**src/sv/vtgd_pkg.sv**
```systemverilog
package vtgd_pkg;

	// command word layout
	localparam int unsigned COMMAND_BITS = 3;
	localparam int unsigned WORD_BITS    = 32;
	localparam int unsigned COUNT_BITS   = WORD_BITS - COMMAND_BITS;
	localparam int unsigned EXTENT_BITS  = 20;

	localparam logic [EXTENT_BITS-1:0] EXTENT_RESET = EXTENT_BITS'(4096);

	// command ids
	localparam logic [COMMAND_BITS-1:0] CMD_MOVE  = COMMAND_BITS'(1);
	localparam logic [COMMAND_BITS-1:0] CMD_LINE  = COMMAND_BITS'(2);
	localparam logic [COMMAND_BITS-1:0] CMD_CLOSE = COMMAND_BITS'(7);

	// geometry kinds
	localparam logic [1:0] KIND_LINE  = 2'd0;
	localparam logic [1:0] KIND_POLY  = 2'd1;
	localparam logic [1:0] KIND_POINT = 2'd2;
	localparam logic [1:0] KIND_NONE  = 2'd3;

	typedef enum logic [1:0] {
		EV_MOVE    = 2'd0,
		EV_LINE    = 2'd1,
		EV_CLOSE   = 2'd2,
		EV_UNKNOWN = 2'd3
	} ev_kind_t;

	// one decoded result word
	typedef struct packed {
		logic                 valid;
		ev_kind_t             kind;
		logic [WORD_BITS-1:0] x;
		logic [WORD_BITS-1:0] y;
	} vtgd_res_t;

	// zigzag parameter to two's complement delta
	function automatic logic [WORD_BITS-1:0] unzigzag(input logic [WORD_BITS-1:0] w);
		return (w >> 1) ^ {WORD_BITS{w[0]}};
	endfunction

	// strictly inside 0..extent, signed
	function automatic logic inside_extent(input logic [WORD_BITS-1:0] v,
			input logic [EXTENT_BITS-1:0] ext);
		return !v[WORD_BITS-1] && (v != '0) &&
			(v < {{(WORD_BITS-EXTENT_BITS){1'b0}}, ext});
	endfunction

endpackage

```
**src/sv/vtgd_parser.sv**
```systemverilog
module vtgd_parser (
	input  logic                            clk,
	input  logic                            arst_n,
	input  logic                            step,
	input  logic [vtgd_pkg::WORD_BITS-1:0]  word,
	input  logic                            feat_start,
	input  logic [1:0]                      kind,
	input  logic [vtgd_pkg::EXTENT_BITS-1:0] extent,
	output vtgd_pkg::vtgd_res_t             res
);
	import vtgd_pkg::*;

	logic [COMMAND_BITS-1:0] cmd_q, cmd_e, cmd_n;
	logic [COUNT_BITS-1:0]   rep_q, rep_e, rep_n;
	logic                    await_q, await_e, await_n;
	logic                    ring_q, ring_e, ring_n;
	logic [WORD_BITS-1:0]    held_q, held_e, held_n;
	logic [WORD_BITS-1:0]    ax_q, ax_e, ax_n, ay_q, ay_e, ay_n;
	logic [WORD_BITS-1:0]    fx_q, fx_e, fx_n, fy_q, fy_e, fy_n;
	logic [WORD_BITS-1:0]    nx, ny;
	logic [COMMAND_BITS-1:0] id;
	logic [COUNT_BITS-1:0]   count;

	// feature start clears the parser before the word is decoded
	always_comb begin
		cmd_e   = feat_start ? '0 : cmd_q;
		rep_e   = feat_start ? '0 : rep_q;
		await_e = feat_start ? 1'b0 : await_q;
		ring_e  = feat_start ? 1'b0 : ring_q;
		held_e  = feat_start ? '0 : held_q;
		ax_e    = feat_start ? '0 : ax_q;
		ay_e    = feat_start ? '0 : ay_q;
		fx_e    = feat_start ? '0 : fx_q;
		fy_e    = feat_start ? '0 : fy_q;
	end

	assign id    = word[COMMAND_BITS-1:0];
	assign count = word[WORD_BITS-1:COMMAND_BITS];
	assign nx    = ax_e + held_e;
	assign ny    = ay_e + unzigzag(word);

	// decode and next state
	always_comb begin
		cmd_n   = cmd_e;
		rep_n   = rep_e;
		await_n = await_e;
		ring_n  = ring_e;
		held_n  = held_e;
		ax_n    = ax_e;
		ay_n    = ay_e;
		fx_n    = fx_e;
		fy_n    = fy_e;
		res     = '{valid: 1'b0, kind: EV_MOVE, x: '0, y: '0};
		if (rep_e == '0) begin
			// command word
			cmd_n   = id;
			await_n = 1'b0;
			if (count != '0) begin
				priority if (id == CMD_MOVE || id == CMD_LINE) begin
					rep_n = count;
				end else if (id == CMD_CLOSE) begin
					ring_n = 1'b0;
					if (ring_e && (kind == KIND_LINE || kind == KIND_POLY))
						res = '{valid: 1'b1, kind: EV_CLOSE, x: fx_e, y: fy_e};
				end else begin
					if (kind != KIND_NONE)
						res = '{valid: 1'b1, kind: EV_UNKNOWN, x: '0, y: '0};
				end
			end
		end else if (!await_e) begin
			// dx word, held
			held_n  = unzigzag(word);
			await_n = 1'b1;
		end else begin
			// dy word completes the vertex
			await_n = 1'b0;
			ax_n    = nx;
			ay_n    = ny;
			rep_n   = rep_e - COUNT_BITS'(1);
			ring_n  = 1'b1;
			if (cmd_e == CMD_MOVE) begin
				fx_n = nx;
				fy_n = ny;
			end
			if (kind != KIND_NONE &&
				(kind != KIND_POINT ||
				 (inside_extent(nx, extent) && inside_extent(ny, extent))))
				res = '{valid: 1'b1, kind: (cmd_e == CMD_MOVE) ? EV_MOVE : EV_LINE,
					x: nx, y: ny};
		end
	end

	// parser state
	always_ff @(posedge clk or negedge arst_n) begin
		if (!arst_n) begin
			cmd_q   <= '0;
			rep_q   <= '0;
			await_q <= 1'b0;
			ring_q  <= 1'b0;
			held_q  <= '0;
			ax_q    <= '0;
			ay_q    <= '0;
			fx_q    <= '0;
			fy_q    <= '0;
		end else if (step) begin
			cmd_q   <= cmd_n;
			rep_q   <= rep_n;
			await_q <= await_n;
			ring_q  <= ring_n;
			held_q  <= held_n;
			ax_q    <= ax_n;
			ay_q    <= ay_n;
			fx_q    <= fx_n;
			fy_q    <= fy_n;
		end
	end

`ifndef NO_ASSERTIONS
	// a pending repeat only ever belongs to move-to or line-to
	a_rep_cmd: assert property (@(posedge clk) disable iff (!arst_n)
		rep_q != '0 |-> (cmd_q == CMD_MOVE || cmd_q == CMD_LINE))
		else $error("repeat pending on a non-vertex command");

	// a held dx implies a pending repeat
	a_await_rep: assert property (@(posedge clk) disable iff (!arst_n)
		await_q |-> rep_q != '0)
		else $error("dx held without pending repeat");

	// a close vertex empties the ring
	a_close_ring: assert property (@(posedge clk) disable iff (!arst_n)
		step && res.valid && res.kind == EV_CLOSE |=> !ring_q)
		else $error("ring still marked after close");
`endif

endmodule

```
**src/sv/vector_tile_geometry_decoder.sv**
```systemverilog
// channel   handshake               word
// in        in_valid / in_ready     geom_word, feature_start, geom_kind
// out       out_valid / out_ready   event_kind, coord_x, coord_y
// cfg       cfg_valid / cfg_ready   layer_extent
//
// One word per cycle sustained while the result register is not stalled;
// a result is decoded from the input register into the result register.
// The parser state loop (accumulators, repeat count) closes through the
// parser registers. Reset clears the parser and sets the extent register
// to 4096; cfg_ready is always high. A stalled result register holds the
// input register, and in_ready drops only when both are full.
module vector_tile_geometry_decoder (
	input  logic                             clk,
	input  logic                             arst_n,
	input  logic                             in_valid,
	output logic                             in_ready,
	input  logic [vtgd_pkg::WORD_BITS-1:0]   geom_word,
	input  logic                             feature_start,
	input  logic [1:0]                       geom_kind,
	output logic                             out_valid,
	input  logic                             out_ready,
	output logic [1:0]                       event_kind,
	output logic signed [vtgd_pkg::WORD_BITS-1:0] coord_x,
	output logic signed [vtgd_pkg::WORD_BITS-1:0] coord_y,
	input  logic                             cfg_valid,
	output logic                             cfg_ready,
	input  logic [vtgd_pkg::EXTENT_BITS-1:0] layer_extent
);
	import vtgd_pkg::*;

	logic                   v_s1, fs_s1;
	logic [WORD_BITS-1:0]   word_s1;
	logic [1:0]             kind_s1;
	logic                   ov_s2;
	ev_kind_t               ev_s2;
	logic [WORD_BITS-1:0]   x_s2, y_s2;
	logic [EXTENT_BITS-1:0] extent_q;
	logic                   adv;
	vtgd_res_t              res;

	assign adv       = v_s1 && (!ov_s2 || out_ready);
	assign in_ready  = !v_s1 || adv;
	assign cfg_ready = 1'b1;

	// extent register
	always_ff @(posedge clk or negedge arst_n) begin
		if (!arst_n) begin
			extent_q <= EXTENT_RESET;
		end else if (cfg_valid) begin
			extent_q <= layer_extent;
		end
	end

	// input register
	always_ff @(posedge clk or negedge arst_n) begin
		if (!arst_n) begin
			v_s1 <= 1'b0;
		end else if (in_valid && in_ready) begin
			v_s1 <= 1'b1;
		end else if (adv) begin
			v_s1 <= 1'b0;
		end
	end

	always_ff @(posedge clk) begin
		if (in_valid && in_ready) begin
			word_s1 <= geom_word;
			fs_s1   <= feature_start;
			kind_s1 <= geom_kind;
		end
	end

	vtgd_parser u_parser (
		.clk        (clk),
		.arst_n     (arst_n),
		.step       (adv),
		.word       (word_s1),
		.feat_start (fs_s1),
		.kind       (kind_s1),
		.extent     (extent_q),
		.res        (res)
	);

	// result register
	always_ff @(posedge clk or negedge arst_n) begin
		if (!arst_n) begin
			ov_s2 <= 1'b0;
		end else if (adv) begin
			ov_s2 <= res.valid;
		end else if (out_ready) begin
			ov_s2 <= 1'b0;
		end
	end

	always_ff @(posedge clk) begin
		if (adv) begin
			ev_s2 <= res.kind;
			x_s2  <= res.x;
			y_s2  <= res.y;
		end
	end

	assign out_valid  = ov_s2;
	assign event_kind = ev_s2;
	assign coord_x    = x_s2;
	assign coord_y    = y_s2;

`ifndef NO_ASSERTIONS
	// a blocked input word stays put until the result side frees up
	a_s1_hold: assert property (@(posedge clk) disable iff (!arst_n)
		v_s1 && !adv |=> v_s1 && $stable(word_s1))
		else $error("input register lost a stalled word");

	// back-pressure only with a full input register
	a_ready: assert property (@(posedge clk) disable iff (!arst_n)
		!in_ready |-> v_s1 && ov_s2 && !out_ready)
		else $error("in_ready low without a full pipeline");

	// unknown command results carry a zero vertex
	a_unknown: assert property (@(posedge clk) disable iff (!arst_n)
		out_valid && event_kind == EV_UNKNOWN |-> coord_x == '0 && coord_y == '0)
		else $error("unknown command with nonzero vertex");
`endif

endmodule
```
**config.mk**
```make
export PLATFORM = sky130hd
export DESIGN_NAME = vector_tile_geometry_decoder
export DESIGN_NICKNAME = d
export VERILOG_FILES = /design/src/sv/vtgd_pkg.sv /design/src/sv/vtgd_parser.sv /design/src/sv/vector_tile_geometry_decoder.sv
export SDC_FILE = /design/constraint.sdc
export NUM_CORES = 1
export LEC_CHECK = 0
export ABC_AREA = 1
export BUFFER_PORTS_ARGS = -buffer_cell sky130_fd_sc_hd__buf_2
export CORE_MARGIN = 2
export CORE_UTILIZATION = 35
export CTS_CLUSTER_DIAMETER = 60
export CTS_CLUSTER_SIZE = 25
export DETAILED_ROUTE_END_ITERATION = 10
export GPL_TIMING_DRIVEN = 0
export HOLD_SLACK_MARGIN = 0.06
export PLACE_DENSITY = 0.6
export SLEW_MARGIN = 25
export SYNTH_ARGS = -nofsm -noshare
export SYNTH_HDL_FRONTEND = slang
export SYNTH_SLANG_ARGS = --single-unit
```
**constraint.sdc**
```tcl
create_clock -name clk -period 10.5 [get_ports clk]
set_clock_uncertainty 0.15 [all_clocks]
set_input_delay 2.1 -clock clk [delete_from_list [all_inputs] [get_ports clk]]
set_output_delay 2.1 -clock clk [all_outputs]
set_load 0.01 [all_outputs]
```
==> qor.csv, run 1 <==
stage;metric;value;unit
pwr;Leakage;12.05;nW
worst_setup_path;Crit-path slowest cell;clkbuf_1;
pwr;PwrDens;182.9;nW/um^2
route;final antenna-violating net count;0;
timing;Final WS setup;3.152;ns
cells_and_area;commonest non-fill, non-tap cell in the layout;nand2_1;
worst_setup_path;worst r2r path cells;31;
worst_setup_path;crit path DAT;7.50;ns
global_routing;total grt overflow;0;
floorplanning;Row Count;91;
floorplanning;Die Wd;252.6;microns
route;drt wl/cell;20.33;microns
hold_path;hold path depth;1;
cells_and_area;Post-Layout Cell Count;3858;
route;Post-route DRC;0;
pwr;clock power share;0.292;
cells_and_area;Layout area overhead;13.68;%
worst_setup_path;CP max FO;10;
floorplanning;initial core utilization;0.3524;
worst_setup_path;RR Startpoint;fs_s1;
clock_tree;H-tree lvl count;2;
worst_setup_path;Worst setup SP type;register;
placement;DP Area;23360;sq um
worst_setup_path;most used cell, CP;nand2_1;
global_routing;vias in the first global route;19330;
global_routing;pin count of the biggest net entering global routing;78;
cells_and_area;share of layout cells above drive strength 1;0.1138;
synthesis;Async SR Flop Fraction;0.6814;
pwr;part of the power in registers;0.348;
pwr;Peak VDD IR;0.1425;mV
clock_tree;Post-CTS Setup Inserts;0;
timing;setup TNS;0;ns
global_routing;first-pass GRT wire length;117.6;mm
synthesis;Post-Syn Nets;3037;
clock_tree;Clk Latency, worst-skew pair;0.58;ns
worst_setup_path;Reg2Reg Setup Slack;3.15;ns
global_routing;initial antenna violation count;1;
synthesis;share of the synthesized area in the top cell type;0.2488;
placement;RePlAce Congestion;0.9896;
hold_path;hold_sp;u_parser.rep_q[1];
synthesis;syn avg cell area;7.532;sq um
route;vias per std cell;5.249;
timing;Fin. Hold Viols;0;
flow_run;Max Cap Viol;0;
route;TritonRoute pass-1 iters;6;
run_status;status;completed;
timing;fin. max-slew vios;0;
route;DR vias;20250;
synthesis;EDFF count, synth;101;
placement;HPWL Detailed;61.57;mm
global_routing;GRT Total Usage;0.2441;
global_routing;GR Util met2;0.4053;
pwr;Pwr Total;4.496;mW
placement;placed instance count;3792;
timing;measured slew at the worst slew-check pin;1.043;ns
route;Iteration-0 DRC Markers;1897;
synthesis;synthesized area;21630;sq um
cells_and_area;diodes inserted;0;
synthesis;Synth area leaders;dfrtp_1, edfxtp_1, nand2_1;
clock_tree;PostCTS Resize Cnt;0;
worst_setup_path;Crit Reg-Reg Endpoint;event_kind[0];
global_routing;met1 Usage GRT;0.3231;
worst_setup_path;critical path class;register to register;
pwr;Comb pwr share;0.360;
clock_tree;clock root buffer master;clkbuf_16;
floorplanning;I/O pin count;129;
timing;final setup vio count;0;
clock_tree;clk slew on worst S/H paths;0.07;ns
timing;FMAX;136.1;MHz
floorplanning;DIE AREA;63790;sq um
worst_setup_path;critical path required time;10.66;ns
synthesis;most common flop cell mapped by yosys;dfrtp_1;
cells_and_area;Post-layout nets;3206;
placement;DP Worst Slack;3.348;ns
floorplanning;die height;252.6;microns
worst_setup_path;slowest stage delay, CP;0.75;ns
pwr;switching share of total power;0.4074;
cells_and_area;commonest non-fill, non-tap cells in the layout;nand2_1, inv_1, nor2_1, dfrtp_1, o21ai_0;
synthesis;Yosys reg bits;317;
synthesis;number of standard cells after synthesis;2871;
pwr;P_int;2.664;mW
hold_path;Min-Delay Endpoint;u_parser.rep_q[1];
worst_setup_path;crit path capture type;register;
global_routing;grt met3 use;0.03223;
clock_tree;CTS Hold Bufs;0;
clock_tree;CTS tree;yes;
timing;Slew headroom;0.3043;
cells_and_area;fin area;24580;sq um
clock_tree;Num CTS Buffers;36;
pwr;switching power;1.832;mW
route;drt total wl;78.42;mm
cells_and_area;Layout Utilization;0.4006;
clock_tree;clk sink count;317;
timing;unrepaired setup endpoints after global routing;no;
synthesis;area leader, netlist;dfrtp_1;
synthesis;register area share after synthesis;0.3902;
placement;port bufs;126;
clock_tree;Clock Tree Buf Depth;3;
synthesis;Ys Warns;0;
floorplanning;core area;61370;sq um
timing;Worst Hold Slack;0.3426;ns
timing;minimum clock period;7.348;ns
timing;Tcrit/Tclk final;0.6998;
global_routing;busiest grt layer;met2;
synthesis;Synth cell types;56;
hold_path;HP Class;register to register;
[registers in the layout, indices dropped and copies added, names as in the netlist, 2 cells and up]
signal           cells
coord_x             32
coord_y             32
event_kind           2
extent_q            20
kind_s1              2
u_parser.ax_q       32
u_parser.ay_q       32
u_parser.cmd_q       3
u_parser.fx_q       32
u_parser.fy_q       32
u_parser.held_q     32
u_parser.rep_q      29
word_s1             32
[synth_stat cells, drive strengths merged (2+ instances only)]
library cell,n
a21oi,126
a22oi,25
a31o,2
a31oi,44
and2,5
buf,42
clkbuf,76
clkinv,2
dfrtp,215
edfxtp,101
fa,2
ha,104
inv,535
nand2,678
nand3,115
nand3b,13
nand4,21
nor2,293
nor3,25
nor4,10
o211ai,17
o21a,2
o21ai,158
o21bai,5
o221ai,56
o22ai,131
o311ai,2
o31ai,4
o32ai,5
xnor2,21
xor2,30
[final cells by class]
type                            count  area, sq um
Buffer                            118        619.3
Clock inverter                     25        267.8
Timing Repair Buffer              131        747.0
Multi-Input combinational cell   1899        10550
Sequential cell                   317         8439
Tap cell                          790        988.4
Clock buffer                       41        950.9
Inverter                          537         2018
Fill cell                        6362        36790
[cell families after synthesis]
kind of cell,Yosys count,synth area share
adder cells (fa/ha/maj),106,0.06202
XOR/XNOR,51,0.02100
AND/OR/NAND/NOR,1160,0.2217
AO/OA/AOI/OAI,581,0.1831
buffers and inverters,655,0.1218
flip-flops,317,0.3902
other,1,0.0001734
[how the worst max path moves through the flow]
stage	slack [ns]	cells past startpoint	to	from
after global placement	2.78	8	u_parser.fx_q[20]	out_ready
after CTS	3.31	33	event_kind[0]	fs_s1
after global routing	2.90	33	event_kind[0]	fs_s1
after floorplan	5.06	6	coord_x[0]	out_ready
final	3.15	31	event_kind[0]	fs_s1
after detailed placement	3.35	33	coord_y[1]	fs_s1
[per-layer routing]
layer	vias to the layer above	wire (microns)
li1	9789	-
met2	741	36580
met3	163	4692
met5	-	19
met1	9555	34100
met4	2	3025
[power groups by stage]
stage | Combinational, mW | Sequential (mW) | Clock (mW)
final | 1.62 | 1.56 | 1.31
after floorplan | 1.07 | 1.58 | 0
after CTS | 1.60 | 1.56 | 1.34
after global routing | 1.79 | 1.58 | 1.38
after detailed placement | 1.59 | 1.58 | 0
after global placement | 1.57 | 1.58 | 0
[worst max-delay path, delay by kind of cell (launching register included)]
kind	cells	cell delay [ns]
XOR/XNOR	1	0.54
adder cells (fa/ha/maj)	2	0.61
flip-flops	1	0.36
AND/OR/NAND/NOR	16	2.11
buffers and inverters	9	2.45
AO/OA/AOI/OAI	3	0.85
No activity file was read; power rests on OpenSTA's default activity.
==> run 2, diff against run 1 <==
ABC_AREA = 0   (was 1)
clock period = 7.05 ns   (was 10.5 ns; I/O delays follow)
==> run 2 against run 1 <==
Sequential cell count unchanged. Via count down 18%. Sequential share of layout area up 3.5 points. First-iteration DRC count down 28%. Final area down 9.2%. Critical endpoint is now coord_x[3]. Largest cell class unchanged. Largest power group unchanged.
==> qor.csv, run 2 <==
stage;metric;value;unit;change
placement;RePlAce Congestion;0.9462;;-4.4%
worst_setup_path;critical path required time;7.32;ns;-3.34 ns
clock_tree;Clk Latency, worst-skew pair;0.62;ns;+0.04 ns
placement;placed instance count;2766;;-27%
cells_and_area;Post-Layout Cell Count;2830;;-27%
cells_and_area;commonest non-fill, non-tap cell in the layout;dfrtp_1;;
floorplanning;Die Wd;237.2;microns;-6.1%
synthesis;top post-synthesis cells by count;dfrtp_1, nand2_1, o21ai_0;;
synthesis;Synth cell types;94;;+68%
hold_path;HP Class;register to register;;
synthesis;Synth area leaders;dfrtp_1, edfxtp_1, ha_1;;
global_routing;first-pass GRT wire length;99.10;mm;-16%
route;Iteration-0 DRC Markers;1363;;-28%
synthesis;synthesized area;19040;sq um;-12%
global_routing;total grt overflow;0;;unchanged
clock_tree;H-tree lvl count;1;;-1
worst_setup_path;Worst setup SP type;register;;
synthesis;Synth Area in Compound Gates;0.2562;;+0.07314
synthesis;Async SR Flop Fraction;0.6814;;unchanged
synthesis;mux share of post-synthesis cell area;0.003483;;+0.003483
floorplanning;Row Count;85;;-6.6%
clock_tree;CTS Hold Bufs;0;;unchanged
synthesis;adder and majority gate portion of the synthesized area;0.07046;;+0.008434
placement;HPWL Detailed;49.20;mm;-20%
pwr;Peak VDD IR;0.2709;mV;+90%
route;Post-route DRC;0;;unchanged
synthesis;register area share after synthesis;0.4433;;+0.05307
floorplanning;DIE AREA;56270;sq um;-12%
hold_path;hold_sp;u_parser.ax_q[21];;
synthesis;area leader, netlist;dfrtp_1;;
timing;FMAX;146.3;MHz;+7.5%
route;drt total wl;65.25;mm;-17%
route;final antenna-violating net count;0;;unchanged
cells_and_area;Post-layout nets;2277;;-29%
flow_run;Max Cap Viol;0;;unchanged
timing;final setup vio count;0;;unchanged
clock_tree;Num CTS Buffers;29;;-19%
timing;minimum clock period;6.837;ns;-0.5118 ns
placement;port bufs;126;;unchanged
cells_and_area;commonest non-fill, non-tap cells in the layout;dfrtp_1, nand2_1, o21ai_0, a22o_1, buf_2;;
route;vias per std cell;5.881;;+12%
pwr;Leakage;9.421;nW;-22%
synthesis;Post-Syn Nets;2106;;-31%
route;drt wl/cell;23.05;microns;+13%
floorplanning;die height;237.2;microns;-6.1%
route;DR vias;16640;;-18%
floorplanning;I/O pin count;129;;unchanged
clock_tree;clk slew on worst S/H paths;0.08;ns;about the same
cells_and_area;FILL cells;5230;;-18%
route;TritonRoute pass-1 iters;7;;+1
cells_and_area;Layout area overhead;17.23;%;
synthesis;syn avg cell area;9.813;sq um;+30%
run_status;status;completed;;
clock_tree;clk sink count;317;;unchanged
worst_setup_path;worst setup path startpoint;fs_s1;;
global_routing;GRT Total Usage;0.2272;;-0.01693
synthesis;number of standard cells after synthesis;1940;;-32%
synthesis;Yosys reg bits;317;;unchanged
worst_setup_path;slowest stage delay, CP;0.47;ns;-0.28 ns
timing;Tcrit/Tclk final;0.9697;;+0.2699
worst_setup_path;critical path class;register to register;;
worst_setup_path;CP max FO;10;;unchanged
floorplanning;core area;53810;sq um;-12%
clock_tree;Clock Tree Buf Depth;3;;unchanged
pwr;PwrDens;365.6;nW/um^2;+100%
synthesis;share of the synthesized area in the top cell type;0.2826;;+0.03383
synthesis;Ys Warns;0;;unchanged
global_routing;vias in the first global route;16320;;-16%
clock_tree;CTS tree;yes;;
global_routing;initial antenna violation count;0;;-1
timing;Slew headroom;0.2244;;-0.07998
synthesis;main combinational cell family by area after synthesis;compound AO/OA/AOI/OAI gates;;
timing;measured slew at the worst slew-check pin;1.163;ns;+0.1200 ns
worst_setup_path;Crit-path slowest cell;fa_1;;
synthesis;most common flop cell mapped by yosys;dfrtp_1;;
synthesis;most frequent cell after synthesis;dfrtp_1;;
synthesis;EDFF count, synth;101;;unchanged
cells_and_area;Layout Utilization;0.4147;;+0.01414
timing;Worst Hold Slack;0.3310;ns;-0.01156 ns
timing;unrepaired setup endpoints after global routing;no;;
timing;Fin. Hold Viols;0;;unchanged
synthesis;post-synthesis xor/xnor area fraction;0.03681;;+0.01580
global_routing;pin count of the biggest net entering global routing;91;;+17%
cells_and_area;share of layout cells above drive strength 1;0.1490;;+0.03526
synthesis;Synth Area in Simple Gates;0.1550;;-0.06666
cells_and_area;diodes inserted;0;;unchanged
worst_setup_path;crit path capture type;register;;
timing;fin. max-slew vios;0;;unchanged
worst_setup_path;RR Startpoint;fs_s1;;
floorplanning;initial core utilization;0.3538;;+0.001373
clock_tree;clock root buffer master;clkbuf_16;;
worst_setup_path;crit path DAT;7.11;ns;-0.39 ns
run 2: timing repair:
item,in CTS,in global routing
setup endpoints to repair,42,42
pin swaps,6,8
buffers inserted,7,4
resized for setup,70,41
endpoints found under the hold margin,0,0
run 2: worst max-delay path, delay by kind of cell, from the launching register on:
kind	cells	cell delay (ns)
flip-flops	1	0.45
AND/OR/NAND/NOR	7	1.31
buffers and inverters	6	1.14
adder cells (fa/ha/maj)	3	1.03
XOR/XNOR	1	0.21
AO/OA/AOI/OAI	8	2.30
run 2: stage by stage:
step	setup slack (ns)	total power, mW	instance area, sq um	setup TNS, ns
2_1_floorplan	0.4734	4.960	19040	0
3_3_place_gp	-2.934	6.122	20540	-107.24
3_5_place_dp	-2.993	6.199	20660	-110.65
4_1_cts	0.005802	8.068	22100	0
5_1_grt	0.01455	8.626	22320	0
6_report	0.2135	8.159	22320	0
run 2: cell type report:
type                            instances  area, sq um  area share
Clock inverter                         18        236.5     0.01060
Inverter                               47        176.4    0.007905
Timing Repair Buffer                  141        838.3     0.03756
Tap cell                              696        870.8     0.03902
Sequential cell                       317         8439      0.3781
Buffer                                115        550.5     0.02467
Multi-Input combinational cell       1460        10410      0.4665
Clock buffer                           36        794.5     0.03560
run 2: cell families after synthesis:
| family | after synthesis |
|---|---|
| buffers and inverters | 163 |
| muxes | 6 |
| and+or+nand+nor | 589 |
| DFF | 317 |
| xor gates and xnor gates | 80 |
| adders and majority gates | 106 |
| AOI/OAI and AO/OA | 678 |
| other | 1 |
run 2: power breakdown:
| part | switching, mW | internal, mW |
|---|---|---|
| clock | 0.816 | 0.912 |
| sequential | 0.285 | 2.37 |
| combinational | 2.50 | 1.29 |
| total | 3.60 | 4.56 |
run 2: worst paths after layout:
| check | to | slack (ns) | depth (start not counted) |
|---|---|---|---|
| max reg2reg | coord_x[3] | 0.21 | 25 |
| min | u_parser.ax_q[21] | 0.33 | 2 |
| min reg2reg | u_parser.ax_q[21] | 0.33 | 2 |
| max in group asynchronous | extent_q[12] | 5.00 | 3 |
| max | coord_x[3] | 0.21 | 25 |
| min in group asynchronous | u_parser.rep_q[10] | 0.53 | 1 |
run 2: metal layers:
| layer | part of all wire | routed length (microns) | GRT usage | up-vias |
|---|---|---|---|---|
| met2 | 0.47 | 30930 | 0.3771 | 622 |
| met3 | 0.059 | 3874 | 0.02520 | 105 |
| met5 | 0 | 0 | 0 | - |
| met1 | 0.43 | 28290 | 0.3075 | 8269 |
| met4 | 0.033 | 2157 | 0.08100 | 0 |
| li1 | - | - | - | 7648 |
==> run 3, diff against run 2 <==
CORE_UTILIZATION = 62   (was 35)
PLACE_DENSITY = 0.9   (was 0.6)
==> run 3 against run 2 <==
First-iteration DRC count is 42% higher. Global-route usage is 17 points higher. Clock power is 4% lower. Critical path depth up 2. Hold slack gained 0.0050 ns. Combinational power about the same. Worst setup slack lost 0.077 ns. Die area decreased by 43%. Final area fell by 2.3%. Via count increased by 5.4%. Sequential share of layout area is 0.87 points higher. Highest routed layer is now met5.
==> qor.csv, run 3 (synthesis gave the netlist of run 2 again) <==
stage;metric;value;unit;change
run_status;status;completed;;
pwr;Pwr Total;8.119;mW;-0.49%
global_routing;GRT Total Usage;0.3955;;+0.1684
pwr;Leakage;9.373;nW;-0.50%
floorplanning;core area;30430;sq um;-43%
floorplanning;Die Wd;179.2;microns;-24%
hold_path;Min-Delay Endpoint;u_parser.ax_q[1];;
global_routing;busiest grt layer;met2;;
worst_setup_path;critical path required time;7.29;ns;-0.03 ns
cells_and_area;Layout area overhead;14.59;%;
cells_and_area;commonest non-fill, non-tap cell in the layout;dfrtp_1;;
pwr;Peak VDD IR;0.2822;mV;+4.2%
worst_setup_path;Reg2Reg Setup Slack;0.14;ns;-0.08 ns
route;DR vias;17540;;+5.4%
clock_tree;clk slew on worst S/H paths;0.08;ns;about the same
floorplanning;initial core utilization;0.6256;;+0.2719
worst_setup_path;crit path capture type;register;;
worst_setup_path;Crit Reg-Reg Endpoint;coord_x[11];;
placement;HPWL Detailed;46.65;mm;-5.2%
clock_tree;CTS Hold Bufs;0;;unchanged
placement;RePlAce Congestion;0.9984;;+5.5%
route;vias per std cell;6.923;;+18%
global_routing;pin count of the biggest net entering global routing;92;;+1.1%
floorplanning;DIE AREA;32120;sq um;-43%
cells_and_area;share of layout cells above drive strength 1;0.1479;;-0.001145
worst_setup_path;worst r2r path cells;27;;+8.0%
floorplanning;die height;179.2;microns;-24%
global_routing;GR Util met2;0.6167;;+0.2396
route;TritonRoute pass-1 iters;5;;-2
global_routing;met1 Usage GRT;0.5049;;+0.1974
timing;final setup vio count;0;;unchanged
placement;port bufs;126;;unchanged
timing;FMAX;144.6;MHz;-1.1%
clock_tree;Num CTS Buffers;29;;unchanged
timing;Fin. Hold Viols;0;;unchanged
timing;Tcrit/Tclk final;0.9806;;+0.01091
route;Post-route DRC;0;;unchanged
pwr;PwrDens;372.2;nW/um^2;+1.8%
clock_tree;clk sink count;317;;unchanged
floorplanning;Row Count;64;;-25%
worst_setup_path;CP max FO;10;;unchanged
worst_setup_path;Crit-path slowest cell;or4b_2;;
clock_tree;Clock Tree Buf Depth;3;;unchanged
timing;measured slew at the worst slew-check pin;1.156;ns;-0.007354 ns
cells_and_area;commonest non-fill, non-tap cells in the layout;dfrtp_1, nand2_1, o21ai_0, buf_2, a22o_1;;
cells_and_area;diodes inserted;0;;unchanged
timing;Worst Hold Slack;0.3360;ns;+0.004971 ns
clock_tree;CTS tree;yes;;
cells_and_area;FILL cells;2249;;-57%
global_routing;total grt overflow;0;;unchanged
worst_setup_path;Worst setup SP type;register;;
floorplanning;I/O pin count;129;;unchanged
timing;Slew headroom;0.2237;;-0.0006360
route;Iteration-0 DRC Markers;1933;;+42%
global_routing;grt met3 use;0.08015;;+0.05495
timing;fin. max-slew vios;0;;unchanged
global_routing;vias in the first global route;17190;;+5.3%
route;final antenna-violating net count;0;;unchanged
timing;minimum clock period;6.913;ns;+0.07691 ns
global_routing;initial antenna violation count;1;;+1
worst_setup_path;RR Startpoint;fs_s1;;
worst_setup_path;critical path class;register to register;;
worst_setup_path;crit path DAT;7.15;ns;+0.04 ns
hold_path;hold_sp;u_parser.ax_q[1];;
hold_path;hold path depth;2;;unchanged
clock_tree;H-tree lvl count;1;;unchanged
hold_path;HP Class;register to register;;
route;drt total wl;63.50;mm;-2.7%
route;drt wl/cell;25.07;microns;+8.7%
flow_run;Max Cap Viol;0;;unchanged
global_routing;first-pass GRT wire length;96.10;mm;-3.0%
clock_tree;clock root buffer master;clkbuf_16;;
clock_tree;Clk Latency, worst-skew pair;0.59;ns;-0.03 ns
cells_and_area;Post-layout nets;2281;;+0.18%
worst_setup_path;slowest stage delay, CP;0.66;ns;+0.19 ns
## run 3: changes by cell type in the layout (fill, tap and decap cells not counted), sizes merged
cell / previous run / this run
bufbuf: 0 / 1
clkinvlp: 0 / 2
buf: 157 / 162
bufinv: 2 / 1
clkbuf: 135 / 130
clkinv: 7 / 8
## run 3: how the worst max path moves through the flow
stage | slack [ns] | start | endpoint | cells past startpoint
2_1_floorplan | 0.47 | fs_s1 | event_kind[0] | 27
3_3_place_gp | -2.29 | fs_s1 | coord_x[1] | 24
3_5_place_dp | -2.33 | fs_s1 | coord_x[1] | 24
4_1_cts | 0.02 | fs_s1 | coord_x[0] | 26
5_1_grt | -0.08 | fs_s1 | coord_x[11] | 26
6_report | 0.14 | fs_s1 | coord_x[11] | 27
## run 3: cell type report
type | instances | area [sq um] | area share
well taps | 396 | 495.5 | 0.02271
clock inverters | 20 | 257.7 | 0.01182
plain buffers | 114 | 554.3 | 0.02541
flip-flops and latches | 317 | 8439 | 0.3869
repair buffers | 146 | 880.8 | 0.04038
multi-input cells | 1460 | 10270 | 0.4708
inverters | 47 | 176.4 | 0.008087
clock buffers | 33 | 740.7 | 0.03395
## run 3: repair_timing
action	4_1_cts	5_1_grt
pin swaps	9	8
cloned	1	0
buffers inserted	12	4
gates resized for setup	60	35
endpoints found under the setup margin	42	42
## run 3: critical path, delay by kind of cell, from the launching register on
kind	cells	cell delay, ns
AO/OA/AOI/OAI	10	2.45
adder cells (fa/ha/maj)	3	0.77
buffers and inverters	7	1.20
flip-flops	1	0.51
AND/OR/NAND/NOR	7	1.64
## run 3: power by group
group	leakage (nW)	switching (mW)	internal, mW	total, mW
Combinational	5.00	2.52	1.28	3.79
Sequential	3.89	0.295	2.37	2.66
Clock	0.479	0.819	0.846	1.66
Total	9.37	3.63	4.49	8.12
## run 3: routing by layer
metal | wire length (microns) | part of all wire
met1 | 23880 | 0.38
met2 | 28820 | 0.45
met3 | 6268 | 0.099
met4 | 4515 | 0.071
met5 | 12 | 0.00019
## run 3: stage by stage
stage | setup WS (ns) | instances | TNS (ns) | instance area, sq um | util
finish | 0.1366 | 2533 | 0 | 21810 | 0.7169
global placement | -2.292 | 2462 | -89.56 | 20160 | 0.6626
global route | -0.08035 | 2533 | -1.196 | 21810 | 0.7169
detailed placement | -2.334 | 2465 | -89.74 | 20270 | 0.6661
CTS | 0.01862 | 2531 | 0 | 21660 | 0.7118
floorplan | 0.4734 | 1940 | 0 | 19040 | -
